`config.mk`:
```
export PLATFORM = sky130hd
export DESIGN_NAME = button_click_classifier_unit
export DESIGN_NICKNAME = d
export VERILOG_FILES = /design/src/bcc_pkg.sv /design/src/button_click_classifier_unit.sv /design/src/bcc_fsm.sv
export SDC_FILE = /design/constraint.sdc
export NUM_CORES = 1
export LEC_CHECK = 0
export ABC_AREA = 1
export BUFFER_PORTS_ARGS = -buffer_cell sky130_fd_sc_hd__buf_4
export CAP_MARGIN = 10
export CORE_MARGIN = 2
export CORE_UTILIZATION = 54
export DETAILED_ROUTE_END_ITERATION = 10
export PLACE_DENSITY = 0.77
export SLEW_MARGIN = 0
export SYNTH_ARGS = -nofsm -noshare
export SYNTH_HDL_FRONTEND = slang
export SYNTH_SLANG_ARGS = --single-unit
```
`constraint.sdc`:
```
create_clock -name aclk -period 3.1 [get_ports aclk]
set_clock_uncertainty 0.15 [all_clocks]
set_input_delay 0 -clock aclk [delete_from_list [all_inputs] [get_ports aclk]]
set_output_delay 0 -clock aclk [all_outputs]
set_load 0.03 [all_outputs]
```
`src/bcc_pkg.sv`:
```
package bcc_pkg;

    localparam int CountWidthDef = 16;
    localparam int CfgWidth      = 16;
    localparam int StateWidth    = 4;
    localparam int CfgIndexWidth = 2;

    localparam logic [CfgWidth-1:0] DebounceTicksRst    = 16'd65;
    localparam logic [CfgWidth-1:0] SingleClickTicksRst = 16'd100;
    localparam logic [CfgWidth-1:0] LongClickTicksRst   = 16'd300;

    localparam logic [CfgIndexWidth-1:0] RegDebounce    = 2'd0;
    localparam logic [CfgIndexWidth-1:0] RegSingleClick = 2'd1;
    localparam logic [CfgIndexWidth-1:0] RegLongClick   = 2'd2;

    localparam logic [StateWidth-1:0] ST_IDLE         = 4'd0;
    localparam logic [StateWidth-1:0] ST_DEBOUNCE     = 4'd1;
    localparam logic [StateWidth-1:0] ST_PRESSED      = 4'd2;
    localparam logic [StateWidth-1:0] ST_CLICK_UP     = 4'd3;
    localparam logic [StateWidth-1:0] ST_CLICK_IDLE   = 4'd4;
    localparam logic [StateWidth-1:0] ST_SINGLE       = 4'd5;
    localparam logic [StateWidth-1:0] ST_DBL_DEBOUNCE = 4'd6;
    localparam logic [StateWidth-1:0] ST_DOUBLE       = 4'd7;
    localparam logic [StateWidth-1:0] ST_LONG         = 4'd8;
    localparam logic [StateWidth-1:0] ST_OTHER_UP     = 4'd9;

    typedef struct packed {
        logic [CfgWidth-1:0] debounce_ticks;
        logic [CfgWidth-1:0] single_click_ticks;
        logic [CfgWidth-1:0] long_click_ticks;
    } bcc_cfg_t;

    typedef struct packed {
        logic [StateWidth-1:0] button_state;
        logic                  released;
        logic                  long_click;
        logic                  double_click;
        logic                  single_click;
        logic                  click;
    } bcc_result_t;

endpackage

```
`src/button_click_classifier_unit.sv`:
```
// output: a request accepted at a clock edge shows its result on m_tvalid in the following cycle
// throughput: one request per cycle; s_tready stays high while the result register is
//   empty or being taken in the same cycle
// reset: synchronous active-low aresetn returns the state to idle, clears the tick counter,
//   empties the result register and loads the timing registers with 65, 100 and 300
module button_click_classifier_unit
    import bcc_pkg::*;
#(
    parameter int COUNT_WIDTH = CountWidthDef
) (
    input  logic                     aclk,
    input  logic                     aresetn,
    input  logic                     s_tvalid,
    output logic                     s_tready,
    input  logic [7:0]               s_tdata,    // [0] pressed, [7:1] zero
    output logic                     m_tvalid,
    input  logic                     m_tready,
    output logic [15:0]              m_tdata,    // [0] click, [1] single_click,
                                                 // [2] double_click, [3] long_click,
                                                 // [4] released, [8:5] button_state,
                                                 // [15:9] zero
    input  logic                     cfg_wr_en,
    input  logic [CfgIndexWidth-1:0] cfg_index,
    input  logic [CfgWidth-1:0]      cfg_wdata
);

    bcc_cfg_t    cfg_reg;
    bcc_result_t res;
    bcc_result_t out_reg;
    logic        out_valid_reg;
    logic        step;

    assign s_tready = !out_valid_reg || m_tready;
    assign step     = s_tvalid && s_tready;

    bcc_fsm #(
        .COUNT_WIDTH(COUNT_WIDTH)
    ) u_fsm (
        .aclk    (aclk),
        .aresetn (aresetn),
        .step    (step),
        .pressed (s_tdata[0]),
        .cfg     (cfg_reg),
        .result  (res)
    );

    always_ff @(posedge aclk) begin
        if (!aresetn) begin
            cfg_reg.debounce_ticks     <= DebounceTicksRst;
            cfg_reg.single_click_ticks <= SingleClickTicksRst;
            cfg_reg.long_click_ticks   <= LongClickTicksRst;
        end else if (cfg_wr_en) begin
            case (cfg_index)
                RegDebounce:    cfg_reg.debounce_ticks     <= cfg_wdata;
                RegSingleClick: cfg_reg.single_click_ticks <= cfg_wdata;
                RegLongClick:   cfg_reg.long_click_ticks   <= cfg_wdata;
                default:        cfg_reg                    <= cfg_reg;
            endcase
        end
    end

    always_ff @(posedge aclk) begin
        if (!aresetn) begin
            out_valid_reg <= 1'b0;
        end else if (step) begin
            out_valid_reg <= 1'b1;
        end else if (m_tready) begin
            out_valid_reg <= 1'b0;
        end
    end

    always_ff @(posedge aclk) begin
        if (step) begin
            out_reg <= res;
        end
    end

    assign m_tvalid = out_valid_reg;
    assign m_tdata  = {7'd0, out_reg};

endmodule

```
`src/bcc_fsm.sv`:
```
module bcc_fsm
    import bcc_pkg::*;
#(
    parameter int COUNT_WIDTH = CountWidthDef
) (
    input  logic        aclk,
    input  logic        aresetn,
    input  logic        step,
    input  logic        pressed,
    input  bcc_cfg_t    cfg,
    output bcc_result_t result
);

    localparam int CmpWidth = (COUNT_WIDTH > CfgWidth) ? COUNT_WIDTH : CfgWidth;

    logic [StateWidth-1:0]  state_reg, state_next;
    logic [COUNT_WIDTH-1:0] cnt_reg, cnt_next;
    logic [StateWidth-1:0]  state_cur;
    logic [StateWidth-1:0]  state_eval;
    logic [COUNT_WIDTH-1:0] elapsed;
    logic [CmpWidth-1:0]    elapsed_x;
    logic                   deb_done, single_done, long_done;
    logic                   active, changed;

    assign state_cur = (state_reg > ST_OTHER_UP) ? ST_IDLE : state_reg;
    assign active    = pressed || (state_cur != ST_IDLE);
    assign elapsed   = (&cnt_reg) ? cnt_reg : cnt_reg + 1'b1;
    assign elapsed_x = CmpWidth'(elapsed);

    assign deb_done    = elapsed_x >= CmpWidth'(cfg.debounce_ticks);
    assign single_done = elapsed_x >= CmpWidth'(cfg.single_click_ticks);
    assign long_done   = elapsed_x >= CmpWidth'(cfg.long_click_ticks);

    always_comb begin
        case (state_cur)
            ST_IDLE:         state_eval = pressed ? ST_DEBOUNCE : ST_IDLE;
            ST_DEBOUNCE:     state_eval = !pressed ? ST_IDLE :
                                          (deb_done ? ST_PRESSED : ST_DEBOUNCE);
            ST_PRESSED:      state_eval = !pressed ? ST_CLICK_UP :
                                          (long_done ? ST_LONG : ST_PRESSED);
            ST_CLICK_UP:     state_eval = ST_CLICK_IDLE;
            ST_CLICK_IDLE:   state_eval = pressed ? ST_DBL_DEBOUNCE :
                                          (single_done ? ST_SINGLE : ST_CLICK_IDLE);
            ST_SINGLE:       state_eval = ST_IDLE;
            ST_DBL_DEBOUNCE: state_eval = !pressed ? ST_CLICK_IDLE :
                                          (deb_done ? ST_DOUBLE : ST_DBL_DEBOUNCE);
            ST_DOUBLE:       state_eval = pressed ? ST_DOUBLE : ST_OTHER_UP;
            ST_LONG:         state_eval = pressed ? ST_LONG : ST_OTHER_UP;
            ST_OTHER_UP:     state_eval = ST_IDLE;
            default:         state_eval = pressed ? ST_DEBOUNCE : ST_IDLE;
        endcase
    end

    always_comb begin
        changed    = 1'b0;
        state_next = state_cur;
        cnt_next   = cnt_reg;
        if (active) begin
            state_next = state_eval;
            if (state_eval != state_cur) begin
                changed  = 1'b1;
                cnt_next = '0;
            end else begin
                cnt_next = elapsed;
            end
        end
    end

    assign result.button_state = state_next;
    assign result.click        = changed && (state_next == ST_PRESSED ||
                                             state_next == ST_DOUBLE);
    assign result.single_click = changed && (state_next == ST_SINGLE);
    assign result.double_click = changed && (state_next == ST_DOUBLE);
    assign result.long_click   = changed && (state_next == ST_LONG);
    assign result.released     = changed && (state_next == ST_CLICK_UP ||
                                             state_next == ST_OTHER_UP);

    always_ff @(posedge aclk) begin
        if (!aresetn) begin
            state_reg <= ST_IDLE;
            cnt_reg   <= '0;
        end else if (step) begin
            state_reg <= state_next;
            cnt_reg   <= cnt_next;
        end
    end

endmodule
```
Yosys cells after proc, flatten, opt, wreduce, memory -nomap -nowiden
Cells that the tools add are included.
{"block": "classes", "add_sub_neg": 1, "order_cmp": 4, "n_eq_ne": 18, "mux": 20, "reduce_logical": 20}
{"cell": "$ge 16x16->1", "n": 3}
{"cell": "$mux 16", "n": 2}
{"cell": "$mux 4", "n": 8}
{"cell": "$pmux 4 s8", "n": 1}
{"cell": "$eq 4x3->1 const B", "n": 6}
{"cell": "$add 16x1->16 const B", "n": 1}
{"cell": "$eq 4x2->1 const B", "n": 4}
{"cell": "$eq 4x4->1 const B", "n": 4}
{"cell": "$reduce_and 16->1", "n": 1}
{"cell": "$mux 1", "n": 8}
{"cell": "$reduce_and 2->1", "n": 4}
{"cell": "$logic_and 1x1->1", "n": 6}
{"cell": "$eq 4x1->1 const B", "n": 1}
{"cell": "$gt 4x4->1 const B", "n": 1}
{"cell": "$logic_or 1x1->1", "n": 4}
{"cell": "$ne 4x4->1", "n": 1}
{"cell": "$reduce_bool 4->1", "n": 1}
{"cell": "$eq 2x1->1 const B", "n": 1}
{"cell": "$eq 2x2->1 const B", "n": 1}
{"cell": "$logic_not 2->1", "n": 1}
{"cell": "$mux 2", "n": 1}
{"cell": "$reduce_bool 2->1", "n": 1}
{"cell": "$reduce_or 2->1", "n": 1}
{"cell": "$logic_not 1->1", "n": 1}
{"block": "totals", "regBits": 78, "in_bits": 31, "out_inout_bits": 18, "word_cells": 75}

Depth between registers and ports, before layout
{"block": "depth", "depth_word": 10, "mapped_depth": 27}

Cells and area by module
Synthesis repeated with hierarchy kept, for this count alone.
{"block": "hier_totals", "hier_cells": 786, "area_unflattened_um2": 5243.8}
{"module": "bcc_fsm", "instances": 1, "cells_each": 468, "area_each_um2": 2890.3, "seq_area_each_um2": 400.4}
{"module": "button_click_classifier_unit", "instances": 1, "cells_each": 318, "area_each_um2": 2353.5, "seq_area_each_um2": 1251.2}

Least setup slack after synthesis
Ideal clock, no wire load.
{"block": "synth_path", "path_kind": "reg2reg", "startpoint": "register u_fsm.cnt_reg[0]", "endpoint": "register u_fsm.cnt_reg[6]", "arrival_ns": 2.954, "required_time_ns": 2.884, "slack_ns": -0.070, "path_stages_with_launch": 25, "cell_sequence": "dfxtp_1 > ha_1 > nand2_1 > nor3_2 > nand2_1 > nor3_1 > nand3_1 > nand3_1 > xor2_1 > inv_1 > ha_1 > a21oi_1 > nor2_1 > nor3_1 > nand2_1 > nand2_1 > nand3_1 > nand2_1 > nand2_1 > nand2_2 > nand2_2 > nand2_4 > buf_12 > nand3_2 > a21oi_2"}
{"block": "synth_between", "elab_chain_len": 8, "elab_cells_between_ends": 17, "classes_between": "add/sub: 1; order compare: 3; eq/ne: 1; mux: 11; reduce/logical: 1"}
{"item": "start, declared", "line": "bcc_fsm.sv:17", "source": "logic [COUNT_WIDTH-1:0] cnt_reg, cnt_next;"}
{"item": "start signal, assigned", "line": "bcc_fsm.sv:84", "source": "cnt_reg <= cnt_next;"}
{"item": "$add 16x1->16 or $reduce_and 16->1 (tied branches)", "line": "bcc_fsm.sv:27", "source": "assign elapsed = (&cnt_reg) ? cnt_reg : cnt_reg + 1'b1;"}
{"item": "$mux 16 (*)", "line": "bcc_fsm.sv:27"}
{"item": "$ge 16x16->1, on equally long branches", "line": "bcc_fsm.sv:30, bcc_fsm.sv:31, bcc_fsm.sv:32"}
{"item": "$mux 1 (tied with other cells)", "line": "bcc_fsm.sv:46", "source": "(deb_done ? ST_DOUBLE : ST_DBL_DEBOUNCE);"}
{"item": "$mux 4, on equally long branches"}
{"item": "$pmux 4 s8", "line": "bcc_fsm.sv:35", "source": "case (state_cur)"}
{"item": "$ne 4x4->1", "line": "bcc_fsm.sv:60", "source": "if (state_eval != state_cur) begin"}
{"item": "$mux 16 (*)", "line": "bcc_fsm.sv:60"}
Mark *: on every way between the ends. The rest lies on a longest branch, timed or not.
A chain may end at the register's enable or synchronous reset.

Worst setup path after layout
{"block": "layout_path", "startpoint": "register u_fsm.cnt_reg[6]", "endpoint": "register u_fsm.cnt_reg[13]"}
The elaborated chain is that of the path after synthesis.

==> results.py <==
metrics = {
    "grt": {
        "grt_overflow": 0,
        "grt_pass1_vias": 5004,
        "grtUsageTotal_pct": 28.4,
        "grt_max_degree": 50,
        "grt_pass1_wl_um": 22600,
        "antenna_found_initial": 0,
    },
    "die": {
        "die_y_um": 99.7,
        "rows": 34,
        "die_w_um": 99.7,
        "core_um2": 8810,
        "start_util_pct": 56.2,
        "fp.dieArea_um2": 9940,
        "ios": 49,
    },
    "routing": {
        "wirelength_um": 15700,
        "dr.first_iter.drc_count": 391,
        "vias": 5156,
        "drc": 0,
        "dr.pass1.iters": 5,
        "ant_nets": 0,
        "wl_per_cell_um": 17.4,
        "viasPerCell": 5.72,
    },
    "worst_setup_path": {
        "arrival_ns": 3.70,
        "cpPeakStageDelay_ns": 0.34,
        "crit_path_end_kind": "flip-flop",
        "path_cells": "inv_2, nor3_4, nand3_4, nor3_4, nand2_2, nand2_2, xor2_2, inv_2, ha_4, nand2_1, inv_2, o21ai_2, a21oi_1, nor2_1, nand2_2, nand2_2, nand2_2, nand2_4, nand3_4, nand2_8, nand3_4, a21oi_2",
        "cp_common_cell": "nand2_2",
        "start_kind": "flip-flop",
        "reg2reg_slack_ns": -0.46,
        "worstSetupPathType": "reg -> reg",
        "worstPathRequired_ns": 3.24,
        "critPathSlowestCell": "dfxtp_2",
        "path_max_fanout": 8,
    },
    "placement": {
        "port_buffers": 34,
        "dp.cells": 842,
        "gp_congestion": 0.911,
        "hpwl_um": 8910,
    },
    "finish": {
        "fin_cells": 901,
        "n_antenna_cell": 0,
        "area_growth_pct": 40.3,
        "drive_gt1_share_pct": 35.6,
        "num-nets-final": 868,
        "ff_latch_area_um2": 1670,
        "final_core_util_pct": 78.8,
        "fill_cells": 505,
        "largest_reg_flops": 48,
        "multi_input_area_um2": 3390,
    },
    "sta": {
        "finalSetupTns_ns": -9.36,
        "min_period_over_period_pct": 115,
        "maxSlewHeadroom_pct": 35.7,
        "fin_crit_ns": 3.56,
        "holdWs_ns": 0.0534,
        "rsz0062_at_grt": "true",
        "max_slew.worst_pin.slew_ns": 0.963,
        "slew_violations": 0,
        "layout_setup_ws_ns": -0.456,
        "finalHoldViolations": 0,
        "max_freq_ghz": 0.281,
        "setup_viol": 26,
    },
    "run_status": {
        "status": "finished with violations",
        "violations": "negative setup slack",
    },
    "synthesis": {
        "post_synth_most_frequent_cells": "109 x nand2_1, 102 x inv_1, 75 x a21oi_1",
        "synth_top_area_share_pct": 27.9,
        "synthArstFlopShare_pct": 0,
        "ys_warn_count": 0,
        "synth_edf_count": 9,
        "synth_cell_types": 38,
        "netlist_instances": 662,
        "syn_area_per_cell_um2": 7.47,
        "synth-main-ff-cell": "dfxtp_1",
        "ys_top_cells_by_area": "dfxtp_1 28%, ha_1 12%, nand2_1 8.3%",
        "synth_area_leader_cell": "dfxtp_1",
        "synth.yosys.seq_area_share_pct": 33.4,
        "ys_ff_latch": 78,
        "yosysMostFrequentCell": "nand2_1",
        "synth.cell_area_um2": 4950,
    },
    "cts": {
        "cts.path.max_buffers": 2,
        "cts_made_buffers": 9,
        "tritoncts": "built",
        "cts_root_buffer": "clkbuf_8",
        "clkTransAtPathRegs_ns": 0.09,
        "htree_levels": 3,
        "clock_sinks": 78,
        "clock_latency_ns": 0.37,
    },
    "power": {
        "powerDensity_nw_per_um2": 361,
        "peakVddDrop_v": 0.000231,
        "p_leak_nw": 3.10,
    },
    "flow_run": {
        "drv_cap": 0,
    },
    "worst_hold_path": {
        "min_path_type": "in -> reg",
    },
}
==> critical path, delay by kind of cell, from the launching register on <==
kind	cells	cell delay [ns]
AO/OA/AOI/OAI	3	0.32
XOR/XNOR	1	0.24
adder cells (fa/ha/maj)	1	0.25
buffers and inverters	3	0.22
flip-flops	1	0.34
AND/OR/NAND/NOR	14	1.97
==> power by group <==
group | internal (W) | total [W] | switching [W]
logic | 0.000203 | 0.000563 | 0.000360
registers | 0.00107 | 0.00109 | 0.0000199
clock network | 0.000428 | 0.000857 | 0.000429
==> layer usage <==
metal / GRT usage, % / wire, um
met1: 32.5 / 5930
met2: 51.8 / 7890
met3: 4.78 / 915
met4: 12.2 / 933
met5: 0 / 0
==> repair_timing <==
action	CTS	global route
resized for setup	68	87
endpoints found under the hold margin	56	0
hold buffers	29	0
setup endpoints to repair	24	27
setup buffers	8	5
cloned	2	0
pin swaps	32	75
==> cells in the final DEF, fill, tap and decap left out, types with 3 or more instances in the layout <==
cell type | synthesis | final
buf_4 | 7 | 99
inv_1 | 102 | 90
nand2_1 | 109 | 83
a21oi_1 | 75 | 64
dfxtp_1 | 69 | 62
o21ai_0 | 55 | 45
nor2_1 | 43 | 39
ha_1 | 49 | 34
dlygate4sd3_1 | 0 | 29
nand2_2 | 7 | 24
a21oi_2 | 10 | 21
inv_2 | 7 | 18
nand3_2 | 10 | 18
ha_4 | 0 | 15
nand3_1 | 30 | 12
nand3_4 | 0 | 10
clkbuf_8 | 3 | 9
edfxtp_1 | 9 | 9
nor2_2 | 5 | 8
o21ai_2 | 1 | 8
nand2_4 | 3 | 8
o211ai_1 | 8 | 8
conb_1 | 1 | 7
buf_6 | 2 | 7
nand2_8 | 0 | 6
nor3_1 | 6 | 5
nor3_4 | 0 | 5
xor2_2 | 0 | 5
xor2_1 | 10 | 5
dfxtp_2 | 0 | 5
nand4_1 | 4 | 4
o21ai_1 | 1 | 4
nor3_2 | 7 | 3
==> stage by stage <==
| step | setup slack [ns] | power, W | instance area [um2] |
|---|---|---|---|
| after floorplan | 0.00650 | 0.00141 | 4990 |
| after global placement | -0.298 | 0.00148 | 5620 |
| after detailed placement | -0.507 | 0.00150 | 5620 |
| after CTS | -0.256 | 0.00241 | 6510 |
| after global routing | -0.667 | 0.00258 | 6940 |
| final | -0.456 | 0.00251 | 6940 |
==> cells by family after synthesis <==
kind of cell | synth area share [%]
compound gates | 17.2
xor+xnor | 1.95
fa+ha+maj | 12.4
buf+inv | 12.7
flops | 33.4
other cells | 0.0758
simple gates | 22.3
==> cell type report <==
type,count,area share (%)
tap,108,1.95
clock buffer,11,2.20
inverter,111,6.04
timing repair buffer,135,16.0
clock inverter,5,0.902
sequential,78,24.0
multi-input combinational,453,48.9
==> path summary, 6_finish.rpt <==
kind | endpoint | depth (start not counted) | start
min | cfg_reg[7] | 4 | cfg_wr_en
max reg2reg | u_fsm.cnt_reg[13] | 22 | u_fsm.cnt_reg[6]
min reg2reg | cfg_reg[12] | 2 | cfg_reg[12]
max | u_fsm.cnt_reg[13] | 22 | u_fsm.cnt_reg[6]
(Power assumes the default switching activity.)
